File: src/sv/aatb_fifo.sv
module aatb_fifo #(
  parameter int WIDTH = 192,
  parameter int DEPTH = 2
) (
  input  logic             clk_i,
  input  logic             rst_ni,
  input  logic             in_valid_i,
  output logic             in_ready_o,
  input  logic [WIDTH-1:0] in_data_i,
  output logic             out_valid_o,
  input  logic             out_ready_i,
  output logic [WIDTH-1:0] out_data_o
);

  localparam int PTR_W = (DEPTH > 1) ? $clog2(DEPTH) : 1;
  localparam int CNT_W = $clog2(DEPTH + 1);

  logic [WIDTH-1:0] mem_q [DEPTH];
  logic [PTR_W-1:0] wr_ptr_q, wr_ptr_d;
  logic [PTR_W-1:0] rd_ptr_q, rd_ptr_d;
  logic [CNT_W-1:0] count_q, count_d;
  logic             push, pop;

  assign in_ready_o  = count_q != CNT_W'(DEPTH);
  assign out_valid_o = count_q != '0;
  assign push        = in_valid_i && in_ready_o;
  assign pop         = out_valid_o && out_ready_i;
  assign out_data_o  = mem_q[rd_ptr_q];

  always_comb begin
    wr_ptr_d = wr_ptr_q;
    rd_ptr_d = rd_ptr_q;
    count_d  = count_q;
    if (push) begin
      wr_ptr_d = (wr_ptr_q == PTR_W'(DEPTH - 1)) ? '0 : wr_ptr_q + 1'b1;
    end
    if (pop) begin
      rd_ptr_d = (rd_ptr_q == PTR_W'(DEPTH - 1)) ? '0 : rd_ptr_q + 1'b1;
    end
    if (push && !pop) begin
      count_d = count_q + 1'b1;
    end else if (pop && !push) begin
      count_d = count_q - 1'b1;
    end
  end

  always_ff @(posedge clk_i or negedge rst_ni) begin
    if (!rst_ni) begin
      wr_ptr_q <= '0;
      rd_ptr_q <= '0;
      count_q  <= '0;
    end else begin
      wr_ptr_q <= wr_ptr_d;
      rd_ptr_q <= rd_ptr_d;
      count_q  <= count_d;
    end
  end

  always_ff @(posedge clk_i) begin
    if (push) begin
      mem_q[wr_ptr_q] <= in_data_i;
    end
  end

`ifndef SYNTHESIS
  a_fifo_count: assert property (@(posedge clk_i) disable iff (!rst_ni)
    (push && !pop) |=> (count_q == $past(count_q) + 1'b1))
    else $error("queue fill count did not follow a lone write");
`endif

endmodule

File: config.mk
export PLATFORM = sky130hd
export DESIGN_NAME = aatb_fifo
export DESIGN_NICKNAME = d
export VERILOG_FILES = /design/src/sv/aatb_fifo.sv
export SDC_FILE = /design/constraint.sdc
export NUM_CORES = 1
export LEC_CHECK = 0
export BUFFER_PORTS_ARGS = -buffer_cell sky130_fd_sc_hd__buf_4
export CELL_PAD_IN_SITES_DETAIL_PLACEMENT = 1
export CELL_PAD_IN_SITES_GLOBAL_PLACEMENT = 1
export CORE_ASPECT_RATIO = 0.6
export CORE_MARGIN = 2
export CORE_UTILIZATION = 25
export CTS_BUF_LIST = sky130_fd_sc_hd__clkbuf_2 sky130_fd_sc_hd__clkbuf_4 sky130_fd_sc_hd__clkbuf_8
export CTS_CLUSTER_SIZE = 10
export DETAILED_ROUTE_END_ITERATION = 8
export PLACE_DENSITY_LB_ADDON = 0.1
export SKIP_LAST_GASP = 1
export SLEW_MARGIN = 20
export SYNTH_ARGS = -nofsm -noshare
export SYNTH_HDL_FRONTEND = slang
export SYNTH_SLANG_ARGS = --single-unit
File: constraint.sdc
create_clock -name clk_i -period 9.2 [get_ports clk_i]
set_clock_uncertainty 0.05 [all_clocks]
set_input_delay 0.46 -clock clk_i [delete_from_list [all_inputs] [get_ports clk_i]]
set_output_delay 0.46 -clock clk_i [all_outputs]
set_load 0.1 [all_outputs]
==> flow_summary.ini, run 1 <==
[outcome]
outcome = completed

[critical_path]
crit_path_end_kind = primary output
arrival_ps = 3550
startpoint_type = flop
worstSetupStartpoint = rd_ptr_q$_DFFE_PN0P_
crit_required_ps = 8690
critPathSlowestCell = dfrtp_4
cpMostUsedCell = buf_4
crit_type = flop to primary output
crit_path_max_fanout = 66
cp_num_buf_inv = 3
r2r-start = count_q[0]$_DFFE_PN0P_
cp_slowest_stage_delay_ps = 820
path_cells = buf_4 -> buf_4 -> mux2_2 -> buf_4
critPathTopFamily = buffers and inverters

[detailed_routing]
drt_iter0_markers = 426
routed-via-count = 8035
totalWireLength_um = 36500
postRouteAntennaNets = 0
vias_per_cell = 3.90
first_pass_iters = 4
wl_per_cell_um = 17.7
drc = 0

[floorplanning]
coreArea_um2 = 55700
start_util_pct = 25.2
dieArea_um2 = 58300
die_y_um = 188
ioPinCount = 390
die_w_um = 310
std_cell_rows = 67

[placement]
dp_cells = 1751
routabilityCongestion = 0.711
dpl_cell_area_um2 = 17800
hpwlAfterDp_um = 22800
numPortBuffers = 389

[global_route]
gr-total-overflow = 0
antenna_found_initial = 3
grt_pass1_wl_um = 54800
first_global_vias = 8955
grt_use_total_pct = 12.6
grt_max_degree = 69

[logic_synthesis]
yosysUniqueCellTypes = 15
syn_inst = 615
yosysWarnings = 0
synth-seq-area-share_pct = 82.7
ys_ff_latch = 388
syn_area_per_cell_um2 = 22.9
syn_nets = 812
syn_area_um2 = 14100

[final_layout]
synthToLayoutAreaGrowth_pct = 49.3
final_cell_area_um2 = 21000
drive_gt1_share_pct = 53.0
fin_nets = 1450
layout_commonest_cell = buf_4
stdcell_count = 2059
final_cell_mix = buf_4 (398), edfxtp_1 (384), dlygate4sd3_1 (193), mux2_2 (192), clkbuf_8 (67)

[clock_network]
post_cts_buffers = 0
cts_tree = built
clock_latency_ps = 630
numClockSinks = 388
clk_pin_slew_ps = 60
clockBufferDepth = 3
cts_resized = 0
cts-root-buf = clkbuf_8
cts_buffers = 66
htreeDepth = 3

[sta]
min_period_over_period_pct = 44.2
grt_setup_unrepaired = false
worst_slew_pin_slew_ps = 1010
max_slew_margin_pct = 32.7
finalWorstPathRequiredPeriod_ps = 4060
hold_viol_final = 0
timing.fmax_ghz = 0.246
setup_viol = 0
slew_violations = 0
setup_tns_ps = 0

[hold_path]
hold_path_startpoint = out_ready_i
hp-class = input pin to flop

[run]
drv_cap = 0
[Yosys cell counts]
library cell | count | area [µm²]
edfxtp_1 | 384 | 11500
mux2_2 | 192 | 2160
buf_4 | 11 | 82.6
buf_6 | 8 | 90.1
dfrtp_1 | 4 | 100
xnor2_1 | 3 | 26.3
buf_2 | 2 | 10.0
nand2_1 | 2 | 7.51
nor2_1 | 2 | 7.51
xor2_1 | 2 | 17.5
and3_1 | 1 | 6.26
ha_1 | 1 | 12.5
inv_1 | 1 | 3.75
nand2b_1 | 1 | 6.26
or2_2 | 1 | 6.26
[state kept, by name, summed over array words and instances, names as in the netlist]
name,flops
count_q,2
rd_ptr_q,1
mem_q,384
wr_ptr_q,1
[per-layer routing]
metal  GRT usage (%)  vias up  wire [µm]
met4            3.75        2        654
met1            16.5     3992      16500
met2            19.1      241      16600
li1                -     3741          -
met3            4.93       59       2690
met5               0        -         13
[through the flow]
| step | util [%] | worst slack (ps) | hold WS, ps |
|---|---|---|---|
| after floorplan | - | 2200 | 114 |
| after global placement | 32.0 | 5760 | 216 |
| after detailed placement | 32.0 | 5740 | 214 |
| after CTS | 37.7 | 4980 | 45.4 |
| after global routing | 37.7 | 4870 | 49.0 |
| final | 37.7 | 5140 | 114 |
[repair_timing]
item                                    CTS  global route
hold buffers                            193             0
endpoints found under the setup margin    0             0
hold endpoints to repair                388             0
[worst reg2reg max path, stage by stage, from the launching register on]
cell and delay [ps]:
dfrtp_1 400, nand2b_1 170, and3_4 690, buf_4 540, buf_4 790
[layout make-up]
| type | count | area [µm²] |
|---|---|---|
| repair buffers | 591 | 4920 |
| diodes | 3 | 7.51 |
| multi-input cells | 205 | 2260 |
| fillers | 5654 | 34700 |
| well taps | 759 | 950 |
| inverters | 1 | 3.75 |
| clock buffers | 82 | 1030 |
| flip-flops and latches | 388 | 11600 |
| clock inverters | 30 | 185 |
[path summary, 6_finish.rpt]
path                            slack (ps)  cells after the start                     end
worst max-delay path                  5140                      4          out_data_o[61]
worst min-delay path                   110                      3    rd_ptr_q$_DFFE_PN0P_
worst max register to register        6080                      4  mem_q[1][89]$_DFFE_PP_
worst min register to register         450                      1  count_q[1]$_DFFE_PN0P_
max in group asynchronous             8820                      2    rd_ptr_q$_DFFE_PN0P_
min in group asynchronous              160                      2    rd_ptr_q$_DFFE_PN0P_
[cells by family (layout without fill, tap and decap cells)]
logic type / Yosys count / in the layout / synth area share, %
flip-flops: 388 / 388 / 82.7
buffers and inverters: 22 / 704 / 1.33
adder cells (fa/ha/maj): 1 / 1 / 0.0889
multiplexers: 192 / 192 / 15.4
AND/OR/NAND/NOR: 7 / 7 / 0.240
XOR/XNOR: 5 / 5 / 0.311
other: 0 / 3 / 0
Power of run 1 is left out: the tool's default activity adds up to more than one toggle a clock period on the data nets, which glitch-free logic cannot reach.
==> run 2: changes to the inputs <==
Clock period 9.2 ns to 4.1 ns, I/O delays scaled along.
==> flow_summary.ini, run 2 (synthesized netlist as in run 1, its figures left out) <==
[outcome]
outcome = completed

[global_route]
grt_pass1_wl_um = 54200
antenna_found_initial = 3
grt_use_total_pct = 12.2
gr-total-overflow = 0
grt_max_degree = 114
first_global_vias = 9021

[final_layout]
final_core_util_pct = 37.8
final_cell_mix = buf_4 (398), edfxtp_1 (384), dlygate4sd3_1 (196), mux2_2 (192), clkbuf_8 (62)
top_register = mem_q
layout_commonest_cell = buf_4
synthToLayoutAreaGrowth_pct = 50.0
fin_nets = 1453
largest_register_ffs = 384
final_cell_area_um2 = 21100
largestRegisters = mem_q: 384 flops, count_q: 2 flops
drive_gt1_share_pct = 53.5

[critical_path]
arrival_ps = 2660
startpoint_type = flop
crit_path_end_kind = primary output
crit_path_max_fanout = 47
crit_required_ps = 3850
crit_type = flop to primary output

[clock_network]
cts_resized = 0
clockBufferDepth = 3
htreeDepth = 2
clk_pin_slew_ps = 70
numClockSinks = 388
clock_latency_ps = 630
cts_tree = built
cts-root-buf = clkbuf_8
cts_buffers = 60

[run]
drv_cap = 0

[floorplanning]
die_y_um = 188
start_util_pct = 25.2
die_w_um = 310
dieArea_um2 = 58300
ioPinCount = 390
std_cell_rows = 67
coreArea_um2 = 55700

[detailed_routing]
first_pass_iters = 4
drc = 0
wl_per_cell_um = 17.4
postRouteAntennaNets = 0
drt_iter0_markers = 303
totalWireLength_um = 36000
vias_per_cell = 3.88
routed-via-count = 8017

[sta]
timing.fmax_ghz = 0.343
slew_violations = 0
worst_slew_pin_slew_ps = 886
hold_viol_final = 0
finalWorstPathRequiredPeriod_ps = 2910
min_period_over_period_pct = 71.0
max_slew_margin_pct = 40.9
setup_viol = 0
grt_setup_unrepaired = false

[placement]
hpwlAfterDp_um = 23000
dpl_cell_area_um2 = 18000
numPortBuffers = 389
routabilityCongestion = 0.707

[hold_path]
hp-class = input pin to flop
==> run 2: per-layer routing <==
| layer | vias up | global-route usage [%] | part of all wire (%) | wire length (µm) |
|---|---|---|---|---|
| met1 | 3983 | 15.4 | 43 | 15600 |
| met5 | - | 0 | 0 | 0 |
| met4 | 0 | 3.38 | 2.1 | 753 |
| met2 | 221 | 19.7 | 47 | 16900 |
| met3 | 65 | 4.59 | 7.6 | 2740 |
| li1 | 3748 | - | - | - |
==> run 2: final timing paths <==
path	to	depth (start not counted)	start	slack (ps)
min in group asynchronous	wr_ptr_q$_DFFE_PN0P_	3	rst_ni	510
max	out_data_o[80]	3	rd_ptr_q$_DFFE_PN0P_	1190
min	mem_q[1][58]$_DFFE_PP_	2	in_data_i[58]	250
min reg2reg	wr_ptr_q$_DFFE_PN0P_	1	wr_ptr_q$_DFFE_PN0P_	500
max in group asynchronous	rd_ptr_q$_DFFE_PN0P_	3	rst_ni	3280
max reg2reg	mem_q[1][168]$_DFFE_PP_	3	count_q[0]$_DFFE_PN0P_	1880
==> run 2: timing repair <==
| item | in CTS | in global routing |
|---|---|---|
| buffers inserted | 0 | 0 |
| hold buffers | 196 | 0 |
| endpoints found under the hold margin | 391 | 0 |
==> run 2: final cells by class <==
class	count	area [µm²]
antenna	3	7.51
clock buffer	81	996
clock inverter	29	158
fill	5637	34600
inverter	1	3.75
multi-input combinational	205	2280
sequential	388	11600
tap	759	950
timing repair buffer	600	5070
==> run 2: critical path: stages, from the launching register on <==
cell	delay, ps
dfrtp_4	950
buf_12	330
mux2_2	420
buf_4	250
==> run 2: metrics by stage <==
stage / cells / worst slack, ps / TNS, ps / hold WS (ps)
2_1_floorplan: 615 / -65.4 / -12560 / -141
3_3_place_gp: 1757 / 1790 / 0 / -39.4
3_5_place_dp: 1757 / 1790 / 0 / -39.5
4_1_cts: 2063 / 1050 / 0 / 160
5_1_grt: 2066 / 988 / 0 / 175
6_report: 2066 / 1190 / 0 / 245
Power of run 2 is left out for the same reason.
