File: config.mk
export PLATFORM = sky130hd
export DESIGN_NAME = aatb_front
export DESIGN_NICKNAME = d
export VERILOG_FILES = /design/src/sv/aatb_pkg.sv /design/src/sv/aatb_front.sv
export SDC_FILE = /design/constraint.sdc
export NUM_CORES = 1
export LEC_CHECK = 0
export BUFFER_PORTS_ARGS = -buffer_cell sky130_fd_sc_hd__buf_4
export CORE_AREA = 2 2 149 151
export CTS_CLUSTER_DIAMETER = 50
export CTS_CLUSTER_SIZE = 24
export DETAILED_ROUTE_END_ITERATION = 10
export DIE_AREA = 0 0 151 153
export PLACE_DENSITY = 0.83
export SKIP_LAST_GASP = 1
export SLEW_MARGIN = 5
export SYNTH_ARGS = -nofsm -noshare
export SYNTH_HDL_FRONTEND = slang
export SYNTH_SLANG_ARGS = --single-unit
export TNS_END_PERCENT = 10
File: constraint.sdc
create_clock -name clk_i -period 6.15 [get_ports clk_i]
set_clock_uncertainty 0.15 [all_clocks]
set_input_delay 1.23 -clock clk_i [delete_from_list [all_inputs] [get_ports clk_i]]
set_output_delay 1.23 -clock clk_i [all_outputs]
set_load 0.02 [all_outputs]
File: src/sv/aatb_pkg.sv
package aatb_pkg;

  localparam int COEF_W    = 16;
  localparam int COEF_FRAC = 12;
  localparam int COEF_ONE  = 4096;
  localparam int ROW_W     = 48;
  localparam int SHIFT_W   = 32;
  localparam int NUM_AXES  = 3;
  localparam int CFG_IDX_W  = 3;
  localparam int CFG_DATA_W = 48;

  // Configuration register indexes.
  localparam logic [CFG_IDX_W-1:0] CFG_ROW_X   = 3'd0;
  localparam logic [CFG_IDX_W-1:0] CFG_ROW_Y   = 3'd1;
  localparam logic [CFG_IDX_W-1:0] CFG_ROW_Z   = 3'd2;
  localparam logic [CFG_IDX_W-1:0] CFG_SHIFT_X = 3'd3;
  localparam logic [CFG_IDX_W-1:0] CFG_SHIFT_Y = 3'd4;
  localparam logic [CFG_IDX_W-1:0] CFG_SHIFT_Z = 3'd5;

  // Transform settings: one coefficient row and one translation per output axis.
  typedef struct packed {
    logic [NUM_AXES-1:0][ROW_W-1:0]   row;
    logic [NUM_AXES-1:0][SHIFT_W-1:0] shift;
  } cfg_t;

endpackage

File: src/sv/aatb_front.sv
module aatb_front import aatb_pkg::*; #(
  parameter int CW = 32
) (
  input  logic                          clk_i,
  input  logic                          rst_ni,
  input  logic                          in_valid_i,
  output logic                          in_ready_o,
  input  logic [NUM_AXES-1:0][CW-1:0]   in_lo_i,
  input  logic [NUM_AXES-1:0][CW-1:0]   in_hi_i,
  output logic                          out_valid_o,
  input  logic                          out_ready_i,
  output logic [NUM_AXES-1:0][CW-1:0]   out_lo_o,
  output logic [NUM_AXES-1:0][CW-1:0]   out_hi_o
);

  logic                        valid_q;
  logic [NUM_AXES-1:0][CW-1:0] lo_q, lo_d;
  logic [NUM_AXES-1:0][CW-1:0] hi_q, hi_d;
  logic                        load;

  assign in_ready_o = !valid_q || out_ready_i;
  assign load       = in_valid_i && in_ready_o;

  // Order each coordinate pair so the back end can pick a corner from the
  // coefficient sign alone.
  always_comb begin
    for (int k = 0; k < NUM_AXES; k++) begin
      if ($signed(in_hi_i[k]) < $signed(in_lo_i[k])) begin
        lo_d[k] = in_hi_i[k];
        hi_d[k] = in_lo_i[k];
      end else begin
        lo_d[k] = in_lo_i[k];
        hi_d[k] = in_hi_i[k];
      end
    end
  end

  always_ff @(posedge clk_i or negedge rst_ni) begin
    if (!rst_ni) begin
      valid_q <= 1'b0;
    end else if (in_ready_o) begin
      valid_q <= in_valid_i;
    end
  end

  always_ff @(posedge clk_i) begin
    if (load) begin
      lo_q <= lo_d;
      hi_q <= hi_d;
    end
  end

  assign out_valid_o = valid_q;
  assign out_lo_o    = lo_q;
  assign out_hi_o    = hi_q;

`ifndef SYNTHESIS
  a_front_sorted: assert property (@(posedge clk_i) disable iff (!rst_ni)
    valid_q |-> ($signed(lo_q[0]) <= $signed(hi_q[0])) &&
                ($signed(lo_q[1]) <= $signed(hi_q[1])) &&
                ($signed(lo_q[2]) <= $signed(hi_q[2])))
    else $error("front corner pair is not ordered");
`endif

endmodule

==> results of run 1 <==
## area by class of cell
| cell class | instances | area, µm² | area share (%) |
|---|---|---|---|
| Inverter | 96 | 360.3 | 2.511 |
| Timing Repair Buffer | 397 | 2993 | 20.85 |
| Clock buffer | 19 | 432.9 | 3.016 |
| Multi-Input combinational cell | 434 | 4280 | 29.82 |
| Clock inverter | 13 | 145.1 | 1.011 |
| Sequential cell | 193 | 5791 | 40.35 |
| Tap cell | 280 | 350.3 | 2.441 |
## report_power, final
| group | internal, mW | total (mW) | switching (mW) |
|---|---|---|---|
| clock network | 0.576 | 1.09 | 0.519 |
| registers | 1.61 | 1.64 | 0.0312 |
| logic | 0.477 | 0.959 | 0.482 |
## path summary, 6_finish.rpt
kind / start / endpoint / slack [ns] / depth (start not counted)
worst max-delay path: in_lo_i[19] / out_lo_o[4] / 2.34 / 10
worst min-delay path: rst_ni / out_valid_o / 0.42 / 1
worst max register to register: out_valid_o / out_hi_o[53] / 3.75 / 3
worst min register to register: out_valid_o / out_valid_o / 0.42 / 2
max in group asynchronous: rst_ni / out_valid_o / 5.35 / 1
min in group clk_i: out_valid_o / out_valid_o / 0.42 / 2
## sequential cells by signal, indices dropped and copies added (netlist names)
| signal | count |
|---|---|
| out_valid_o | 1 |
| out_lo_o | 96 |
| out_hi_o | 96 |
## synthesized netlist by cell type (5+ instances only)
master | instances | share of area, %
o21ai_0 | 9 | 0.42
edfxtp_1 | 192 | 54
nand2_1 | 20 | 0.71
mux2_4 | 10 | 1.4
a211o_1 | 6 | 0.49
nand3_1 | 9 | 0.42
mux2_1 | 8 | 0.85
buf_6 | 18 | 1.9
mux2_2 | 174 | 18
a21oi_1 | 36 | 1.7
ha_1 | 93 | 11
and2_1 | 6 | 0.35
and4_1 | 7 | 0.58
a21o_1 | 6 | 0.42
inv_1 | 96 | 3.4
nand2b_1 | 5 | 0.29
nand4_1 | 9 | 0.53
nor2_1 | 11 | 0.39
## kinds of logic (layout without fill, tap and decap cells)
| logic type | after synthesis | in the layout |
|---|---|---|
| AO/OA/AOI/OAI | 78 | 78 |
| adder cells (fa/ha/maj) | 93 | 93 |
| buffers and inverters | 114 | 525 |
| flip-flops | 193 | 193 |
| multiplexers | 192 | 192 |
| AND/OR/NAND/NOR | 71 | 71 |
## per-stage QoR
step                cells  hold slack [ns]  power [mW]  util [%]
floorplan             741           0.6324       2.274         -
detailed placement   1400           0.3966       2.628     64.11
global route         1432           0.3974       3.849     66.80
CTS                  1432           0.3960       3.729     66.80
finish               1432           0.4155       3.692     66.80
global placement     1400           0.3683       2.603     64.11
## routing by layer
metal	global-route usage, %	wire [µm]	part of all wire [%]
met2	40.17	13740	52
met5	0	0	0
met1	23.60	9326	35
met3	8.358	2571	9.6
met4	9.969	1030	3.9
## critical path, delay by kind of cell
family	cells	cell delay, ns
mux	1	0.41
fa+ha+maj	1	0.32
buf+inv	3	0.65
compound gates	5	1.20
==> flow_metrics.py, run 1 <==
metrics = {
    "status": {
        "status": "complete, no violations",
    },
    "sta": {
        "post-route-period-util_pct": 61.97,
        "tightest_slew_ns": 0.8655,
        "drv_slew": 0,
        "hold_viol": 0,
        "final.min_clock_period_ns": 3.811,
        "fin_ws_ns": 2.339,
        "fmax_ghz": 0.2624,
        "setup_violations": 0,
        "slew_headroom_pct": 42.30,
        "fin_tns_setup_ns": 0,
        "rsz0062_at_grt": "false",
    },
    "global_routing": {
        "grt_util_all_layers_pct": 22.59,
        "grt_start_max_net_pins": 103,
        "first_global_vias": 7558,
        "grt_overflow": 0,
        "antenna_found_initial": 0,
        "grt_pass1_wl_um": 39730,
    },
    "worst_setup_path": {
        "path_class": "input pin to flop",
        "arrival_ns": 3.83,
        "cp_data_required_time_ns": 6.17,
        "cp_cell_sequence": "buf_4 -> inv_1 -> ha_1 -> a21oi_1 -> o21ai_0 -> a221oi_1 -> o22ai_1 -> a211oi_4 -> buf_4 -> mux2_2",
        "critPathMaxFanout": 42,
        "cp_slowest_cell": "a221oi_1",
        "start_kind": "input pin",
        "crit_top_cell": "buf_4",
        "endpoint_kind": "flop",
        "cpPeakStageDelay_ns": 0.50,
    },
    "route": {
        "drc": 0,
        "viasPerCell": 5.179,
        "routed_wl_um": 26670,
        "ant_nets": 0,
        "drt-initial-drc-count": 170,
        "drt-pass1-iter-count": 4,
        "routedWlPerCell_um": 18.62,
        "vias": 7416,
    },
    "cells_and_area": {
        "layout_common_cells": "buf_4, edfxtp_1, mux2_2",
        "diodes": 0,
        "design_area_um2": 14350,
        "fill_cells": 1649,
        "area_growth_pct": 35.00,
        "drive_gt1_share_pct": 53.73,
        "final_common_cell": "buf_4",
        "nNetsFinal": 1428,
    },
    "place": {
        "place_ws_ns": 1.945,
        "numPortBuffers": 389,
        "place_area_um2": 13770,
        "gp_congestion": 0.8908,
        "place_hpwl_um": 20980,
    },
    "synth": {
        "synth_xor_xnor_area_share_pct": 0,
        "avgSynthCellArea_um2": 14.35,
        "synth_top_family_by_area": "multiplexers",
        "synth-compound-area-share_pct": 5.084,
        "synth_mux_area_share_pct": 20.69,
        "synth.distinct_cells": 28,
        "synth_area_um2": 10630,
        "synth_edf_count": 192,
        "synth_adder_area_share_pct": 10.95,
        "synth-seq-cells": 193,
        "yosysSeqAreaShare_pct": 54.47,
        "ys_async_sr_fraction_pct": 0.5181,
        "yosys.area_share.simple_pct": 3.519,
        "synth-main-ff-cell": "edfxtp_1",
        "synthesis.nets": 1030,
        "synthCells": 741,
        "synth_warnings": 0,
    },
    "flow_run": {
        "maxCapViolCount": 0,
    },
    "clocking": {
        "htreeDepth": 4,
        "path_clk_slew_ns": 0.07,
        "cts_hold_buffers": 0,
        "ctsRootBufferMaster": "clkbuf_16",
        "post_cts_buffers": 0,
        "clock-sinks": 193,
        "cts_resized": 0,
        "clk_path_buf_depth": 2,
        "cts_buffers": 17,
        "cts_tree": "yes",
        "clock_latency_ns": 0.42,
    },
    "pwr": {
        "power_leakage_nw": 6.393,
        "vdd_ir_drop_max_uv": 172.3,
        "power_density_nw_per_um2": 257.2,
    },
    "floorplan": {
        "boundaryPins": 390,
        "row_count": 54,
        "dieArea_um2": 23100,
        "fp.dieW_um": 151,
        "die_h_um": 153,
        "start_util_pct": 49.48,
        "fp.coreArea_um2": 21490,
    },
    "worst_hold_path": {
        "hold_path.class": "input pin to async pin",
    },
}
Power figures use the tool's default switching activity.
==> inputs of run 2 (changes only) <==
==> constraint.sdc (replaced) <==
create_clock -name clk_i -period 3.7 [get_ports clk_i]
set_clock_uncertainty 0.15 [all_clocks]
set_input_delay 0.74 -clock clk_i [delete_from_list [all_inputs] [get_ports clk_i]]
set_output_delay 0.74 -clock clk_i [all_outputs]
set_load 0.02 [all_outputs]
==> run 2 against run 1 <==
Net effect:
- die area did not move
- power rose by 67%
- largest cell class unchanged
- highest routed layer unchanged
- clock power is 68% higher
- count of clock-buffer cells in the layout fell by 2
- sequential power rose by 66%
- sequential share of layout area is 0.33 points lower
- final cell count is 0.35% higher
- critical endpoint is now out_hi_o[7]
- via count is 1.9% higher
- largest power group unchanged
- first-iteration DRC count up 66%
==> flow_metrics.py, run 2 (synthesized netlist as in run 1, its figures left out) <==
metrics = {
    "worst_setup_path": {
        "cp_slowest_cell": "mux2_2",
        "critPathMaxFanout": 22,
        "cp_top_family": "compound AO/OA/AOI/OAI gates",
        "crit_top_cell": "buf_4",
        "rr_endpoint": "out_hi_o[51]",
        "r2r_setup_slack_ns": 1.75,
        "crit_buf_inv": 3,
        "cp_cell_sequence": "buf_4 -> inv_1 -> ha_1 -> a21o_1 -> a221o_1 -> a211oi_2 -> o22ai_1 -> a211oi_4 -> buf_4 -> mux2_2",
        "start_kind": "input pin",
        "cpPeakStageDelay_ns": 0.38,
        "path_class": "input pin to flop",
        "arrival_ns": 3.17,
        "r2r_cells": 3,
        "endpoint_kind": "flop",
        "worstReg2RegStart": "out_valid_o",
        "cp_data_required_time_ns": 3.73,
    },
    "global_routing": {
        "first_global_vias": 7820,
        "grt_util_all_layers_pct": 23.05,
        "grt_pass1_wl_um": 40730,
        "grtUsageMet2_pct": 40.41,
        "grt-busiest-layer": "met2",
        "use_met3_pct": 8.418,
        "use_met1_pct": 25.39,
        "grt_overflow": 0,
        "antenna_found_initial": 0,
        "grt_start_max_net_pins": 51,
    },
    "place": {
        "dp_cells": 1404,
        "place_ws_ns": 0.1254,
        "numPortBuffers": 389,
        "place_hpwl_um": 21130,
        "gp_congestion": 0.8463,
    },
    "floorplan": {
        "boundaryPins": 390,
        "dieArea_um2": 23100,
        "fp.coreArea_um2": 21490,
        "die_h_um": 153,
        "row_count": 54,
        "fp.dieW_um": 151,
        "start_util_pct": 49.48,
    },
    "sta": {
        "fin_tns_setup_ns": 0,
        "holdWs_ns": 0.3739,
        "drv_slew": 0,
        "post-route-period-util_pct": 84.93,
        "setup_violations": 0,
        "tightest_slew_ns": 0.6254,
        "fmax_ghz": 0.3182,
        "fin_ws_ns": 0.5575,
        "final.min_clock_period_ns": 3.142,
        "hold_viol": 0,
        "slew_headroom_pct": 58.31,
        "rsz0062_at_grt": "false",
    },
    "route": {
        "routedWlPerCell_um": 18.60,
        "drt-pass1-iter-count": 4,
        "drc": 0,
        "viasPerCell": 5.260,
        "ant_nets": 0,
        "routed_wl_um": 26720,
        "vias": 7558,
        "drt-initial-drc-count": 282,
    },
    "cells_and_area": {
        "fin_util_pct": 67.35,
        "fill_cells": 1582,
        "area_growth_pct": 36.12,
        "nNetsFinal": 1433,
        "drive_gt1_share_pct": 53.85,
        "final_common_cell": "buf_4",
        "diodes": 0,
        "layout_common_cells": "buf_4, edfxtp_1, mux2_2",
        "final_cells": 1437,
    },
    "pwr": {
        "p_seq_share_pct": 44.1,
        "vdd_ir_drop_max_uv": 292.0,
        "p_clk_share_pct": 29.6,
        "power_leakage_nw": 6.449,
        "swShare_pct": 28.11,
        "p_comb_share_pct": 26.4,
        "p_switching_mw": 1.738,
        "power_density_nw_per_um2": 427.3,
        "internal-power_mw": 4.445,
    },
    "worst_hold_path": {
        "hold_depth": 2,
        "hold_path.class": "input pin to flop",
        "hold_path_end": "out_valid_o",
        "hold_start": "in_valid_i",
    },
    "flow_run": {
        "maxCapViolCount": 0,
    },
    "clocking": {
        "clock_latency_ns": 0.42,
        "cts_tree": "yes",
        "clock-sinks": 193,
        "clk_path_buf_depth": 2,
        "cts_buffers": 17,
        "path_clk_slew_ns": 0.08,
        "post_cts_buffers": 0,
        "ctsRootBufferMaster": "clkbuf_16",
        "htreeDepth": 4,
    },
    "status": {
        "status": "complete, no violations",
    },
}
## run 2: area by class of cell
| cell class | instances | area (µm²) | area share [%] |
|---|---|---|---|
| Multi-Input combinational cell | 434 | 4280 | 29.58 |
| Sequential cell | 193 | 5791 | 40.01 |
| Inverter | 96 | 360.3 | 2.490 |
| Clock inverter | 15 | 143.9 | 0.9943 |
| Timing Repair Buffer | 402 | 3120 | 21.56 |
| Tap cell | 280 | 350.3 | 2.421 |
| Clock buffer | 17 | 425.4 | 2.940 |
## run 2: what timing repair did
item,CTS,global route
gates resized for setup,0,0
hold buffers,1,0
hold endpoints to repair,1,0
## run 2: how the worst max path moves through the flow
stage,end,startpoint,cells past startpoint
floorplan,out_hi_o[34],in_lo_i[57],9
global placement,out_lo_o[72],in_lo_i[66],10
detailed placement,out_lo_o[2],in_lo_i[25],10
CTS,out_lo_o[2],in_lo_i[25],10
global route,out_hi_o[26],in_lo_i[25],10
finish,out_hi_o[7],in_lo_i[25],10
## run 2: per-stage QoR
stage	cell area (µm²)	power (mW)
after floorplan	10630	3.775
after global placement	13890	4.365
after detailed placement	13890	4.408
after CTS	14470	6.238
after global routing	14470	6.449
final	14470	6.183
## run 2: power groups by stage
stage	registers, mW	logic [mW]	clock network, mW
after floorplan	3.01	0.770	0
after global placement	2.77	1.59	0
after detailed placement	2.77	1.63	0
after CTS	2.73	1.64	1.87
after global routing	2.74	1.76	1.95
final	2.72	1.63	1.83
## run 2: metal layers
metal,share of wire (%),vias up
met5,0,-
met3,9.6,54
li1,-,3606
met1,37,3594
met4,3.3,0
met2,50,304
